File: config.mk
export PLATFORM = sky130hd
export DESIGN_NAME = dns_name_label_encoder_top
export DESIGN_NICKNAME = d
export VERILOG_FILES = /design/src/rtl/dnle_pkg.sv /design/src/rtl/dnle_front.sv /design/src/rtl/dnle_cmd_queue.sv /design/src/rtl/dnle_back.sv /design/src/rtl/dns_name_label_encoder_top.sv
export VERILOG_INCLUDE_DIRS = /design/src /design/src/rtl
export SDC_FILE = /design/constraint.sdc
export NUM_CORES = 1
export LEC_CHECK = 0
export BUFFER_PORTS_ARGS = -buffer_cell sky130_fd_sc_hd__buf_2
export CAP_MARGIN = 20
export CORE_ASPECT_RATIO = 0.7
export CORE_MARGIN = 10
export CORE_UTILIZATION = 30
export DETAILED_ROUTE_END_ITERATION = 8
export HOLD_SLACK_MARGIN = 0.05
export PLACE_DENSITY_LB_ADDON = 0.3
export SETUP_SLACK_MARGIN = 0.02
export SYNTH_ARGS = -nofsm -noshare
export SYNTH_HDL_FRONTEND = slang
export SYNTH_HIERARCHICAL = 1
export SYNTH_SLANG_ARGS = --single-unit
export TNS_END_PERCENT = 20
File: constraint.sdc
create_clock -name aclk -period 6.3 [get_ports aclk]
set_clock_uncertainty 0.05 [all_clocks]
set_input_delay 1.89 -clock aclk [delete_from_list [all_inputs] [get_ports aclk]]
set_output_delay 1.89 -clock aclk [all_outputs]
set_load 0.01 [all_outputs]
File: src/rtl/dns_name_label_encoder_top_defines.svh
// Assertion macros used by the encoder back end.
// Define ASSERT_OFF to compile the checks away.
`ifndef DNS_NAME_LABEL_ENCODER_TOP_DEFINES_SVH
`define DNS_NAME_LABEL_ENCODER_TOP_DEFINES_SVH

`ifndef ASSERT_OFF

// Condition implies consequence in the same cycle.
`define DNLE_ASSERT_IMP(lbl, clk, rstn, ante, cons, msg) \
    lbl: assert property (@(posedge clk) disable iff (!(rstn)) (ante) |-> (cons)) \
        else $error(msg);

// Condition implies consequence in the next cycle.
`define DNLE_ASSERT_NXT(lbl, clk, rstn, ante, cons, msg) \
    lbl: assert property (@(posedge clk) disable iff (!(rstn)) (ante) |=> (cons)) \
        else $error(msg);

`else

`define DNLE_ASSERT_IMP(lbl, clk, rstn, ante, cons, msg)
`define DNLE_ASSERT_NXT(lbl, clk, rstn, ante, cons, msg)

`endif

`endif

File: src/rtl/dnle_pkg.sv
`default_nettype none

package dnle_pkg;

    // Longest label kept; further characters are dropped
    localparam int MAX_LABEL   = 62;
    localparam int LABEL_DEPTH = 62;
    localparam int CNT_W       = 6;

    // Label separator character
    localparam logic [7:0] SEP_CHAR = 8'h2E;

    // Command queue between front and back
    localparam int QUEUE_DEPTH = 2;
    localparam int QPTR_W      = 1;
    localparam int QCNT_W      = 2;

    // Command codes produced by the front end
    localparam logic [1:0] CMD_CHAR = 2'd0;
    localparam logic [1:0] CMD_SEP  = 2'd1;
    localparam logic [1:0] CMD_END  = 2'd2;

    typedef struct packed {
        logic [1:0] code;
        logic [7:0] data;
    } cmd_t;

endpackage

`default_nettype wire

File: src/rtl/dnle_front.sv
`default_nettype none

module dnle_front (
    input  wire logic          aclk,
    input  wire logic          aresetn,
    input  wire logic          s_valid,
    output logic               s_ready,
    input  wire logic          s_action,
    input  wire logic [7:0]    s_name_char,
    output logic               cmd_valid,
    input  wire logic          cmd_ready,
    output dnle_pkg::cmd_t     cmd
);

    logic           valid_reg;
    logic           valid_next;
    dnle_pkg::cmd_t cmd_reg;
    dnle_pkg::cmd_t cmd_next;

    // Accept when the holding stage is empty or draining this cycle
    assign s_ready   = !valid_reg || cmd_ready;
    assign cmd_valid = valid_reg;
    assign cmd       = cmd_reg;

    // Classify the incoming item
    always_comb begin
        cmd_next = cmd_reg;
        if (s_valid && s_ready) begin
            cmd_next.data = s_name_char;
            if (s_action) begin
                cmd_next.code = dnle_pkg::CMD_END;
            end else if (s_name_char == dnle_pkg::SEP_CHAR) begin
                cmd_next.code = dnle_pkg::CMD_SEP;
            end else begin
                cmd_next.code = dnle_pkg::CMD_CHAR;
            end
        end
    end

    // Hold the classified item until the queue takes it
    always_comb begin
        valid_next = valid_reg;
        if (s_valid && s_ready) begin
            valid_next = 1'b1;
        end else if (cmd_ready) begin
            valid_next = 1'b0;
        end
    end

    always_ff @(posedge aclk) begin
        if (!aresetn) begin
            valid_reg <= 1'b0;
        end else begin
            valid_reg <= valid_next;
        end
    end

    always_ff @(posedge aclk) begin
        cmd_reg <= cmd_next;
    end

endmodule

`default_nettype wire

File: src/rtl/dnle_cmd_queue.sv
`default_nettype none

module dnle_cmd_queue (
    input  wire logic          aclk,
    input  wire logic          aresetn,
    input  wire logic          in_valid,
    output logic               in_ready,
    input  wire dnle_pkg::cmd_t in_cmd,
    output logic               out_valid,
    input  wire logic          out_ready,
    output dnle_pkg::cmd_t     out_cmd
);

    dnle_pkg::cmd_t                    entry_reg [dnle_pkg::QUEUE_DEPTH];
    logic [dnle_pkg::QPTR_W-1:0]       wr_ptr_reg;
    logic [dnle_pkg::QPTR_W-1:0]       wr_ptr_next;
    logic [dnle_pkg::QPTR_W-1:0]       rd_ptr_reg;
    logic [dnle_pkg::QPTR_W-1:0]       rd_ptr_next;
    logic [dnle_pkg::QCNT_W-1:0]       fill_reg;
    logic [dnle_pkg::QCNT_W-1:0]       fill_next;
    logic                              push;
    logic                              pop;

    assign in_ready  = fill_reg != dnle_pkg::QCNT_W'(dnle_pkg::QUEUE_DEPTH);
    assign out_valid = fill_reg != '0;
    assign out_cmd   = entry_reg[rd_ptr_reg];
    assign push      = in_valid && in_ready;
    assign pop       = out_valid && out_ready;

    // Advance pointers and fill level
    always_comb begin
        wr_ptr_next = push ? wr_ptr_reg + 1'b1 : wr_ptr_reg;
        rd_ptr_next = pop  ? rd_ptr_reg + 1'b1 : rd_ptr_reg;
        fill_next   = fill_reg;
        if (push && !pop) begin
            fill_next = fill_reg + 1'b1;
        end else if (pop && !push) begin
            fill_next = fill_reg - 1'b1;
        end
    end

    always_ff @(posedge aclk) begin
        if (!aresetn) begin
            wr_ptr_reg <= '0;
            rd_ptr_reg <= '0;
            fill_reg   <= '0;
        end else begin
            wr_ptr_reg <= wr_ptr_next;
            rd_ptr_reg <= rd_ptr_next;
            fill_reg   <= fill_next;
        end
    end

    always_ff @(posedge aclk) begin
        if (push) begin
            entry_reg[wr_ptr_reg] <= in_cmd;
        end
    end

endmodule

`default_nettype wire

File: src/rtl/dnle_back.sv
`default_nettype none

`include "dns_name_label_encoder_top_defines.svh"

module dnle_back (
    input  wire logic          aclk,
    input  wire logic          aresetn,
    input  wire logic          cmd_valid,
    output logic               cmd_ready,
    input  wire dnle_pkg::cmd_t cmd,
    output logic               m_valid,
    input  wire logic          m_ready,
    output logic [7:0]         m_out_byte,
    output logic               m_name_done,
    output logic               m_label_overflow
);

    localparam logic [2:0] ST_IDLE = 3'd0;
    localparam logic [2:0] ST_LEN  = 3'd1;
    localparam logic [2:0] ST_READ = 3'd2;
    localparam logic [2:0] ST_DATA = 3'd3;
    localparam logic [2:0] ST_TERM = 3'd4;

    localparam int CW = dnle_pkg::CNT_W;

    logic [2:0]    state_reg;
    logic [2:0]    state_next;
    logic [CW-1:0] count_reg;
    logic [CW-1:0] count_next;
    logic [CW-1:0] idx_reg;
    logic [CW-1:0] idx_next;
    logic          ovf_reg;
    logic          ovf_next;
    logic          end_reg;
    logic          end_next;
    logic          m_valid_reg;
    logic          m_valid_next;
    logic [7:0]    out_byte_reg;
    logic          done_reg;
    logic          out_ovf_reg;
    logic [7:0]    rd_data_reg;
    logic [7:0]    label_mem [dnle_pkg::LABEL_DEPTH];

    logic          slot_free;
    logic          mem_we;
    logic          load;
    logic [7:0]    load_byte;
    logic          load_done;

    assign slot_free        = !m_valid_reg || m_ready;
    assign cmd_ready        = state_reg == ST_IDLE;
    assign m_valid          = m_valid_reg;
    assign m_out_byte       = out_byte_reg;
    assign m_name_done      = done_reg;
    assign m_label_overflow = out_ovf_reg;

    // Sequence: store characters, then flush length, bytes and, at end of name, terminator
    always_comb begin
        state_next = state_reg;
        count_next = count_reg;
        idx_next   = idx_reg;
        ovf_next   = ovf_reg;
        end_next   = end_reg;
        mem_we     = 1'b0;
        load       = 1'b0;
        load_byte  = 8'h00;
        load_done  = 1'b0;
        case (state_reg)
            ST_IDLE: begin
                if (cmd_valid) begin
                    case (cmd.code)
                        dnle_pkg::CMD_CHAR: begin
                            if (count_reg < CW'(dnle_pkg::MAX_LABEL)) begin
                                mem_we     = 1'b1;
                                count_next = count_reg + 1'b1;
                            end else begin
                                ovf_next = 1'b1;
                            end
                        end
                        dnle_pkg::CMD_SEP: begin
                            end_next   = 1'b0;
                            state_next = ST_LEN;
                        end
                        dnle_pkg::CMD_END: begin
                            end_next   = 1'b1;
                            state_next = ST_LEN;
                        end
                        default: begin
                        end
                    endcase
                end
            end
            ST_LEN: begin
                if (slot_free) begin
                    load      = 1'b1;
                    load_byte = 8'(count_reg);
                    idx_next  = '0;
                    if (count_reg == '0) begin
                        state_next = end_reg ? ST_TERM : ST_IDLE;
                    end else begin
                        state_next = ST_READ;
                    end
                end
            end
            ST_READ: begin
                // wait for the registered memory read
                state_next = ST_DATA;
            end
            ST_DATA: begin
                if (slot_free) begin
                    load      = 1'b1;
                    load_byte = rd_data_reg;
                    if (idx_reg == count_reg - 1'b1) begin
                        count_next = '0;
                        state_next = end_reg ? ST_TERM : ST_IDLE;
                    end else begin
                        idx_next   = idx_reg + 1'b1;
                        state_next = ST_READ;
                    end
                end
            end
            ST_TERM: begin
                if (slot_free) begin
                    load       = 1'b1;
                    load_done  = 1'b1;
                    ovf_next   = 1'b0;
                    state_next = ST_IDLE;
                end
            end
            default: begin
                state_next = ST_IDLE;
            end
        endcase
    end

    // Output register: load a new item or drop the taken one
    always_comb begin
        m_valid_next = m_valid_reg;
        if (load) begin
            m_valid_next = 1'b1;
        end else if (m_ready) begin
            m_valid_next = 1'b0;
        end
    end

    always_ff @(posedge aclk) begin
        if (!aresetn) begin
            state_reg   <= ST_IDLE;
            count_reg   <= '0;
            idx_reg     <= '0;
            ovf_reg     <= 1'b0;
            end_reg     <= 1'b0;
            m_valid_reg <= 1'b0;
        end else begin
            state_reg   <= state_next;
            count_reg   <= count_next;
            idx_reg     <= idx_next;
            ovf_reg     <= ovf_next;
            end_reg     <= end_next;
            m_valid_reg <= m_valid_next;
        end
    end

    always_ff @(posedge aclk) begin
        if (load) begin
            out_byte_reg <= load_byte;
            done_reg     <= load_done;
            out_ovf_reg  <= ovf_reg;
        end
    end

    // Label buffer: one write port, one registered read port
    always_ff @(posedge aclk) begin
        if (mem_we) begin
            label_mem[count_reg] <= cmd.data;
        end
        rd_data_reg <= label_mem[idx_reg];
    end

    `DNLE_ASSERT_IMP(a_count_max, aclk, aresetn, 1'b1,
        count_reg <= CW'(dnle_pkg::MAX_LABEL), "label count above limit")
    `DNLE_ASSERT_IMP(a_done_zero, aclk, aresetn, m_valid_reg && done_reg,
        out_byte_reg == 8'h00, "terminator byte not zero")
    `DNLE_ASSERT_IMP(a_idx_range, aclk, aresetn,
        state_reg == ST_READ || state_reg == ST_DATA,
        idx_reg < count_reg, "flush index past label end")
    `DNLE_ASSERT_NXT(a_ovf_clear, aclk, aresetn, state_reg == ST_TERM && slot_free,
        !ovf_reg && state_reg == ST_IDLE, "overflow not cleared after terminator")

endmodule

`default_nettype wire

File: src/rtl/dns_name_label_encoder_top.sv
// Channel   Direction  Ports                                        Handshake
// --------  ---------  -------------------------------------------  ---------------
// s_        in         s_action, s_name_char                        s_valid/s_ready
// m_        out        m_out_byte, m_name_done, m_label_overflow     m_valid/m_ready
//
// A character taken passes through the front register and then the two-entry
// command queue before it is written to the label buffer. On a separator or end
// of name the back end flushes the held bytes: the length byte, then a registered
// read and an output load per byte; end of name adds the zero terminator. Reset
// (aresetn low, synchronous) empties the queue and output register; output
// stalls back up to the front until full.
`default_nettype none

module dns_name_label_encoder_top (
    input  wire logic       aclk,
    input  wire logic       aresetn,
    input  wire logic       s_valid,
    output logic            s_ready,
    input  wire logic       s_action,
    input  wire logic [7:0] s_name_char,
    output logic            m_valid,
    input  wire logic       m_ready,
    output logic [7:0]      m_out_byte,
    output logic            m_name_done,
    output logic            m_label_overflow
);

    logic           fr_valid;
    logic           fr_ready;
    dnle_pkg::cmd_t fr_cmd;
    logic           q_valid;
    logic           q_ready;
    dnle_pkg::cmd_t q_cmd;

    dnle_front u_front (
        .aclk        (aclk),
        .aresetn     (aresetn),
        .s_valid     (s_valid),
        .s_ready     (s_ready),
        .s_action    (s_action),
        .s_name_char (s_name_char),
        .cmd_valid   (fr_valid),
        .cmd_ready   (fr_ready),
        .cmd         (fr_cmd)
    );

    dnle_cmd_queue u_queue (
        .aclk      (aclk),
        .aresetn   (aresetn),
        .in_valid  (fr_valid),
        .in_ready  (fr_ready),
        .in_cmd    (fr_cmd),
        .out_valid (q_valid),
        .out_ready (q_ready),
        .out_cmd   (q_cmd)
    );

    dnle_back u_back (
        .aclk             (aclk),
        .aresetn          (aresetn),
        .cmd_valid        (q_valid),
        .cmd_ready        (q_ready),
        .cmd              (q_cmd),
        .m_valid          (m_valid),
        .m_ready          (m_ready),
        .m_out_byte       (m_out_byte),
        .m_name_done      (m_name_done),
        .m_label_overflow (m_label_overflow)
    );

endmodule

`default_nettype wire

# Yosys cells after proc, flatten, opt, wreduce, memory -nomap -nowiden
# Memory sizes are Yosys's and may differ from the RTL's. A register that Yosys moved wholly into a read port is not among the register bits.
# Cells that the tools add are included.
# Widths: inputs -> output; s select.
[word_totals]
wordCells = 120
out_inout_bits = 12
memories = 2
mem_bits_rw = 516
in_bits = 13
register_bits = 43
[op_classes]
reduce_logical = 29
order_cmp = 1
n_mux = 47
add_sub_neg = 7
eq_ne = 19
[mem_list]
columns = ["name", "depth", "word_bits", "read_ports", "rd_ports_with_merged_regs", "wr", "line_no", "source"]
rows = [
  ["u_back.label_mem", 62, 8, 1, 1, 1, "dnle_back.sv:42", "logic [7:0] label_mem [dnle_pkg::LABEL_DEPTH];"],
  ["u_queue.entry_reg", 2, 10, 1, 1, 1, "dnle_cmd_queue.sv:14", "dnle_pkg::cmd_t entry_reg [dnle_pkg::QUEUE_DEPTH];"],
]
[op_table]
columns = ["cell", "n"]
rows = [
  ["$mux 6", 9],
  ["$mux 3", 8],
  ["$pmux 6 s2", 2],
  ["$mux 1", 21],
  ["$pmux 8 s2", 1],
  ["$reduce_bool 2->1", 8],
  ["$pmux 3 s5", 1],
  ["$ne 2x1->1 const B", 7],
  ["$add 6x1->6 const B", 2],
  ["$reduce_and 5->1", 2],
  ["$eq 8x6->1 const B", 1],
  ["$mux 8", 1],
  ["$ne 2x2->1 const B", 4],
  ["$eq 3x2->1 const B", 2],
  ["$eq 6x6->1", 1],
  ["$logic_not 6->1", 1],
  ["$lt 6x6->1 const B", 1],
  ["$reduce_and 6->1", 1],
  ["$sub 6x1->6 const B", 1],
  ["$logic_and 1x1->1", 5],
  ["$logic_not 1->1", 4],
  ["$mux 2", 2],
  ["$pmux 1 s2", 2],
  ["$reduce_and 4->1", 1],
  ["other kinds (13)", 15],
]

# Longest topological paths before layout
# Gate-level depths: netlist of the first run.
[depth]
depth_word = 7
ltp_mapped = 11
ltp_nobuf = 8

# By module
# Netlist of the first run, hierarchy kept.
[modules_own_cells]
columns = ["mod", "instances", "area_each_um2", "seq_area_each_um2", "cells_per_inst"]
rows = [
  ["dnle_back", 1, 21035.2, 15715.1, 1122],
  ["dnle_cmd_queue", 1, 960.9, 700.7, 55],
  ["dnle_front", 1, 375.4, 320.3, 18],
]

# Worst setup path after synthesis of the first run
# No wires, ideal clock.
[synth_timing]
kind = "input to register"
from = "in m_ready"
to = "reg u_back.idx_reg[5]"
setup_time_ns = 0.072
required_ns = 6.178
arrival_ns = 3.041
path_buffers = 1
slack_ns = 3.137
path_stages = 6
path_cell_list = "nand2b_1 clkbuf_1 and2_1 nand4_1 or4_1 a21oi_1"
[synth_between]
elab_chain_cells = 3
elab_cells_between_ends = 4
classes_between = "2 x eq/ne; 2 x reduce/logical"
[synth_lines]
columns = ["element", "line_no", "source"]
rows = [
  ["from (decl)", "dns_name_label_encoder_top.sv:22", "input wire logic m_ready,"],
  ["$logic_or 1x1->1 (*)", "dnle_back.sv:50", "assign slot_free = !m_valid_reg || m_ready;"],
  ["$ne 2x1->1 (no line)", "--", ""],
  ["$reduce_and 4->1 (no line) (*)", "--", ""],
  ["to (signal assigned)", "dnle_back.sv:157", "idx_reg <= idx_next;"],
  ["to (decl)", "dnle_back.sv:30", "logic [CW-1:0] idx_reg;"],
]
# Every way passes the cells marked *; elsewhere a longest branch is shown, timed or not.
# A chain may end at the register's enable or synchronous reset.

==> metrics.md, run 1 <==
| Metric | Value |
|---|---|
| Initial DRT Pass Iterations | `7` |
| IO Port Bufs | `24` |
| Initial antenna violation count | `1` |
| Core area | `73600 um^2` |
| Top cell type's share of synthesized area | `71.9%` |
| Top cells by area, synth | `edfxtp_1 (72%), mux4_2 (11%), dfxtp_1 (2.9%), mux2i_1 (1.7%), nor2_1 (1.5%)` |
| Status | `complete, no violations` |
| Final wirelength | `55.2 mm` |
| Max frequency | `274 MHz` |
| Period utilization | `57.9%` |
| DP HPWL | `~34 mm` |
| Post-synth net total | `1215` |
| Post-CTS Setup Inserts | `0` |
| CP Capture Type | `flip-flop` |
| Syn-to-layout area delta | `13.3%` |
| DRC errors left | `0` |
| Power Density | `363 nW/um^2` |
| Iter 0 DRT Violations | `1245` |
| Seq. cell area | `16700 um^2` |
| Worst-Margin Slew | `1.03 ns` |
| Total grt overflow | `0` |
| Hold_buf cts | `0` |
| CTS max path bufs | `3` |
| Number of diodes | `0` |
| Seq/Total Area, Yosys | `74.8%` |
| Minimum clock period | `3.65 ns` |
| Seq cells post-synth | `about 570` |
| Largest net degree at the start of global routing | `85` |
| First-pass GRT wire length | `~80 mm` |
| Cell Rows | `83` |
| Share of cells above drive strength 1 | `20.5%` |
| Sum Neg Setup Slack | `0 ns` |
| Commonest non-fill, non-tap cells in the layout | `edfxtp_1 (536), mux4_2 (110), nor2_1 (90)` |
| Max-slew violation count | `0` |
| Vias after detailed routing | `11.4k` |
| Cells after Synth | `1195` |
| Num CTS Buffers | `52` |
| Htree depth | `2` |
| Reg clk slew, reported paths | `about 0.060 ns` |
| Sinks on Clock Net | `568` |
| Root Buffer | `clkbuf_16` |
| Die height | `248 um` |
| Startpoint class of the critical path | `flip-flop` |
| Fillcell total | `between 6k and 7k` |
| GPL Wtd Cong | `0.826` |
| Max-cap violations | `0` |
| Power Total | `around 9 mW` |
| Max incr delay on CP | `0.73 ns` |
| Crit-path cells | `mux2_2 -> inv_1 -> ha_1 -> nand3_1 -> nor2_1 -> nand2_1 -> nor2_1` |
| Final hold vios | `0` |
| Vias in the first global route | `11.2k` |
| Die X | `346 um` |
| CP top delay family | `simple AND/OR/NAND/NOR gates` |
| Synth async-reset ratio | `0%` |
| Leakage Power | `7.58 nW` |
| Synthesized area | `22400 um^2` |
| Multi-input logic area | `5250 um^2` |
| RSZ-0062 raised after global routing | `false` |
| Crit-path slowest cell | `nor2_1` |
| EDFF count, synth | `536` |
| Net count, final | `between 1k and 1.5k` |
| Vias/cell | `5.07` |
| Setup CP Type | `flip-flop to flip-flop` |
| Dominant cell type by area after synthesis | `edfxtp_1` |
| Max FO, Critical Path | `10` |
| Post-detailed-route count of antenna-violating nets | `0` |
| Post-CTS resize count | `0` |
| Rel. slew slack | `31.0%` |
| Worst endpoint data arrival time | `3.80 ns` |
| Yosys warning total | `6` |
| Wire length per cell | `24.6 um` |
| Main flop type after synthesis | `edfxtp_1` |
| Mapped Avg Cell Area | `18.7 um^2` |
| VDD IR max | `0.210 mV` |
| Bufs and invs on worst path | `1` |
| Initial Utilization | `between 30% and 40%` |
| Final setup vio count | `0` |
| Worst skew pair latency | `0.57 ns` |
| Synth unique cells | `61` |
| Max reg flops | `approximately 500` |
| Die area | `86100 um^2` |
| Worst path required time | `6.45 ns` |
| Commonest non-fill, non-tap cell in the layout | `edfxtp_1` |
| Crit-path most repeated cell | `nor2_1` |
| HP Class | `flip-flop to flip-flop` |
| Top Ports | `25` |
| Total track usage | `12.5%` |
| CTS tree | `done` |
[area by class of cell]
| cell class | instances | share of cell area [%] |
|---|---|---|
| repair buffers | 41 | 1.19 |
| clock inverters | 35 | 1.59 |
| flip-flops and latches | 568 | 66.1 |
| well taps | 977 | 4.82 |
| inverters | 12 | 0.178 |
| clock buffers | 61 | 5.39 |
| multi-input cells | 549 | 20.7 |
[power by group]
part           leakage [nW]  total, mW  switching, mW  internal, mW
clock                 0.871       3.27           1.36          1.92
sequential             5.10       4.58         0.0670          4.52
combinational          1.61       1.35          0.887         0.463
total                  7.58       9.21           2.31          6.90
[metal layers]
layer	track usage, %	vias up	share of wire, %
met3	4.19	68	9.8
li1	-	4892	-
met2	16.4	463	40
met1	19.1	5958	48
met5	0	-	0
met4	3.10	0	2.2
[logic make-up (layout without fill, tap and decap cells)]
| logic type | after synthesis | in the layout | share of synthesized area, % |
|---|---|---|---|
| buf+inv | 78 | 149 | 1.71 |
| compound gates | 137 | 137 | 3.93 |
| mux | 166 | 166 | 13.7 |
| xor+xnor | 11 | 11 | 0.515 |
| flops | 568 | 568 | 74.8 |
| simple gates | 228 | 228 | 4.97 |
| fa+ha+maj | 7 | 7 | 0.391 |
[worst paths after layout]
| kind | start | end | slack (ns) | cells past startpoint |
|---|---|---|---|---|
| max | flip-flop | u_back/label_mem[33][5]$_DFFE_PP_ | 2.65 | 7 |
| min | u_back/ovf_reg$_SDFFE_PN0P_ | u_back/m_label_overflow$_DFFE_PP_ | 0.39 | 0 |
| max reg2reg | flip-flop | u_back/label_mem[33][5]$_DFFE_PP_ | 2.65 | 7 |
| min reg2reg | u_back/ovf_reg$_SDFFE_PN0P_ | u_back/m_label_overflow$_DFFE_PP_ | 0.39 | 0 |
[through the flow]
step                hold slack (ns)  instance area (um^2)  util, %  cells  setup slack, ns
global placement              0.377                 23500     31.9   2144             2.65
floorplan                     0.359                 22400        -   1195             3.14
detailed placement            0.376                 23600     32.0   2147             2.62
finish                        0.389                 25300     34.4   2243             2.65
CTS                           0.391                 25300     34.4   2243             2.58
global route                  0.410                 25300     34.4   2243             2.37
[Yosys cell counts, types with 3 or more instances]
cell      instances
buf_6             5
mux2i_1          39
nor3_1           10
o22ai_1          13
buf_1             7
or4_1             4
a31oi_1           7
and2_1           11
xor2_1            6
or3_1             8
buf_4             4
nand3b_1          6
nand2b_1         10
edfxtp_1        536
mux4_2          110
o21ai_0          29
inv_1            12
clkbuf_1         20
buf_2            29
nand3_1          22
nor2b_1          13
xnor2_1           4
or2_2             3
a211oi_1          5
a22oi_1          23
ha_1              7
nand2_1          39
dfxtp_1          32
nor2_1           90
a221oi_1          4
mux2_2           17
a21oi_1          32
Power figures use the tool's default switching activity.
==> run 2: changes to the inputs <==
--- a/config.mk
+++ b/config.mk
@@ -6,6 +6,7 @@
 export SDC_FILE = /design/constraint.sdc
 export NUM_CORES = 1
 export LEC_CHECK = 0
+export ABC_AREA = 1
 export BUFFER_PORTS_ARGS = -buffer_cell sky130_fd_sc_hd__buf_2
 export CAP_MARGIN = 20
 export CORE_ASPECT_RATIO = 0.7
==> constraint.sdc (replaced) <==
create_clock -name aclk -period 3.5 [get_ports aclk]
set_clock_uncertainty 0.05 [all_clocks]
set_input_delay 1.05 -clock aclk [delete_from_list [all_inputs] [get_ports aclk]]
set_output_delay 1.05 -clock aclk [all_outputs]
set_load 0.01 [all_outputs]
==> metrics.md, run 2 <==
| Metric | Value |
|---|---|
| Vias in the first global route | `around 15k` |
| Htree depth | `2` |
| Post-synthesis adder-cell area fraction | `0.373%` |
| Crit-path most repeated cell | `nor2_1` |
| Sum Neg Setup Slack | `0 ns` |
| Initial DRT Pass Iterations | `7` |
| EDFF count, synth | `536` |
| Vias after detailed routing | `15.5k` |
| Sinks on Clock Net | `568` |
| Rel. slew slack | `34.5%` |
| Period utilization | `90.6%` |
| Hold_buf cts | `0` |
| Synth async-reset ratio | `0%` |
| Most frequent cells after synthesis | `edfxtp_1 (536), nor2_1 (481), o21ai_0 (238)` |
| Syn-to-layout area delta | `14.0%` |
| GPL Wtd Cong | `0.894` |
| Yosys warning total | `6` |
| Post-layout util | `between 30% and 40%` |
| Most common cell in the netlist | `edfxtp_1` |
| Wire length per cell | `between 20 and 25 um` |
| Synthesized area | `between 20000 and 25000 um^2` |
| Leakage Power | `9.14 nW` |
| CTS tree | `done` |
| Dominant cell type by area after synthesis | `edfxtp_1` |
| Post-CTS resize count | `0` |
| Net count, final | `between 2k and 2.5k` |
| Commonest non-fill, non-tap cells in the layout | `edfxtp_1 (536), nor2_1 (481), o21ai_0 (238)` |
| Initial Utilization | `between 30 and 40%` |
| Startpoint class of the critical path | `flip-flop` |
| Root Buffer | `clkbuf_16` |
| Post-detailed-route count of antenna-violating nets | `0` |
| Post-CTS Setup Inserts | `0` |
| Mux contribution to synthesized area | `0.480%` |
| Final hold vios | `0` |
| Worst endpoint data arrival time | `roughly 3.3 ns` |
| Top Ports | `25` |
| CP Capture Type | `flip-flop` |
| Initial antenna violation count | `0` |
| Total track usage | `approximately 14%` |
| Final wirelength | `65.5 mm` |
| Final setup vio count | `0` |
| Status | `complete, no violations` |
| Crit-path slowest cell | `nor2_1` |
| VDD IR max | `between 0.3 and 0.4 mV` |
| Max frequency | `315 MHz` |
| Main flop type after synthesis | `edfxtp_1` |
| IO Port Bufs | `24` |
| Die height | `254 um` |
| Max-slew violation count | `0` |
| Cell Rows | `between 80 and 90` |
| Synth Area in Compound Gates | `9.40%` |
| Synth unique cells | `43` |
| Num CTS Buffers | `53` |
| Power Density | `approximately 600 nW/um^2` |
| Cells after Synth | `1989` |
| Max FO, Critical Path | `8` |
| Max-cap violations | `0` |
| Largest net degree at the start of global routing | `118` |
| Max incr delay on CP | `0.61 ns` |
| Vias/cell | `4.96` |
| DRC errors left | `0` |
| CP top delay family | `simple AND/OR/NAND/NOR gates` |
| Iter 0 DRT Violations | `1992` |
| DP HPWL | `40.4 mm` |
| Crit-path cells | `mux2_2 -> inv_1 -> ha_1 -> nand2_1 -> nor2_1 -> o21ai_2 -> nor2_1 -> nand3_2 -> nor2_1` |
| Minimum clock period | `3.17 ns` |
| Share of cells above drive strength 1 | `12.0%` |
| Top cells by area, synth | `edfxtp_1 (69%), nor2_1 (7.7%), o21ai_0 (5.1%), nand2_1 (3.6%), dfxtp_1 (2.7%)` |
| First-pass GRT wire length | `95.9 mm` |
| Xor and xnor area share after synthesis | `0.187%` |
| RSZ-0062 raised after global routing | `false` |
| Die area | `between 90000 and 100000 um^2` |
| Seq/Total Area, Yosys | `71.3%` |
| CTS max path bufs | `3` |
| Top cell type's share of synthesized area | `68.6%` |
| Bufs and invs on worst path | `1` |
| Die X | `between 300 and 400 um` |
| Post-synth net total | `roughly 2.0k` |
| Total grt overflow | `0` |
| Setup CP Type | `flip-flop to flip-flop` |
| HP Class | `flip-flop to flip-flop` |
| Mapped Avg Cell Area | `11.8 um^2` |
| Commonest non-fill, non-tap cell in the layout | `edfxtp_1` |
| Worst skew pair latency | `0.60 ns` |
| Seq cells post-synth | `between 500 and 600` |
| Core area | `77200 um^2` |
| Max reg flops | `496` |
| Post-Synth Simple-Gate Area | `14.2%` |
| Largest family of logic cells by synthesized area | `simple AND/OR/NAND/NOR gates` |
| Fillcell total | `7671` |
| Worst-Margin Slew | `0.982 ns` |
| Worst path required time | `3.67 ns` |
| Reg clk slew, reported paths | `0.06 ns` |
-- run 2: cell types whose count changed in the layout (fill, tap and decap cells not counted), sizes merged, moves of 13 or more --
cell    previous run  this run
nor2              90       488
o21ai             30       266
nand2             39       236
mux4             110         0
buf               41       109
o211ai             2        64
inv               12        73
nand3             22        73
mux2i             39         0
a22oi             23         6
nor2b             13         0
-- run 2: cells by family (layout without fill, tap and decap cells) --
family                     after synthesis  in the layout
and+or+nand+nor                        821            821
DFF                                    568            568
AOI/OAI and AO/OA                      396            396
buffers and inverters                  182            280
muxes                                   10             10
adders and majority gates                7              7
xor gates and xnor gates                 5              5
other                                    0              1
-- run 2: routing by layer --
layer  GRT usage, %  part of all wire (%)
met5              0                     0
met3           4.37                    11
met1           20.3                    46
met4           3.03                   1.9
met2           20.3                    42
-- run 2: worst register-to-register path: cells and delay by family (launching register included) --
kind | cells | cell delay (ns)
fa+ha+maj | 1 | 0.17
compound gates | 1 | 0.15
buf+inv | 1 | 0.08
simple gates | 5 | 1.65
mux | 1 | 0.34
flops | 1 | 0.37
-- run 2: path summary, 6_finish.rpt --
| kind | from | to | slack (ns) | cells past startpoint |
|---|---|---|---|---|
| min reg2reg | u_front/cmd[4]$_DFFE_PP_ | u_queue/entry_reg[0][4]$_DFFE_PP_ | 0.39 | 0 |
| max | flip-flop | u_back/label_mem[21][3]$_DFFE_PP_ | 0.33 | 9 |
| max reg2reg | flip-flop | u_back/label_mem[21][3]$_DFFE_PP_ | 0.33 | 9 |
| min | u_front/cmd[4]$_DFFE_PP_ | u_queue/entry_reg[0][4]$_DFFE_PP_ | 0.39 | 0 |
-- run 2: metrics by stage --
stage	worst slack, ns	hold WS, ns	power (mW)	cell area [um^2]	instances
after floorplan	1.05	0.359	9.00	23500	1989
after global routing	0.170	0.417	16.2	26800	3131
after detailed placement	0.428	0.382	9.88	25000	3034
final	0.327	0.393	15.6	26800	3132
after CTS	0.407	0.397	15.7	26800	3131
after global placement	0.453	0.380	9.85	25000	3034
-- run 2: where the power goes --
group / switching [mW] / internal (mW)
sequential: 0.0785 / 8.02
clock: 2.53 / 3.36
combinational: 1.28 / 0.336
-- run 2: layout make-up --
| class | instances | area (um^2) | area share (%) |
|---|---|---|---|
| antenna | 1 | 2.50 | 0.00935 |
| multi-input combinational | 1239 | 5790 | 21.6 |
| sequential | 568 | 16700 | 62.6 |
| clock buffer | 59 | 1390 | 5.19 |
| timing repair buffer | 109 | 871 | 3.25 |
| inverter | 74 | 294 | 1.10 |
| clock inverter | 38 | 358 | 1.34 |
| tap | 1044 | 1310 | 4.88 |
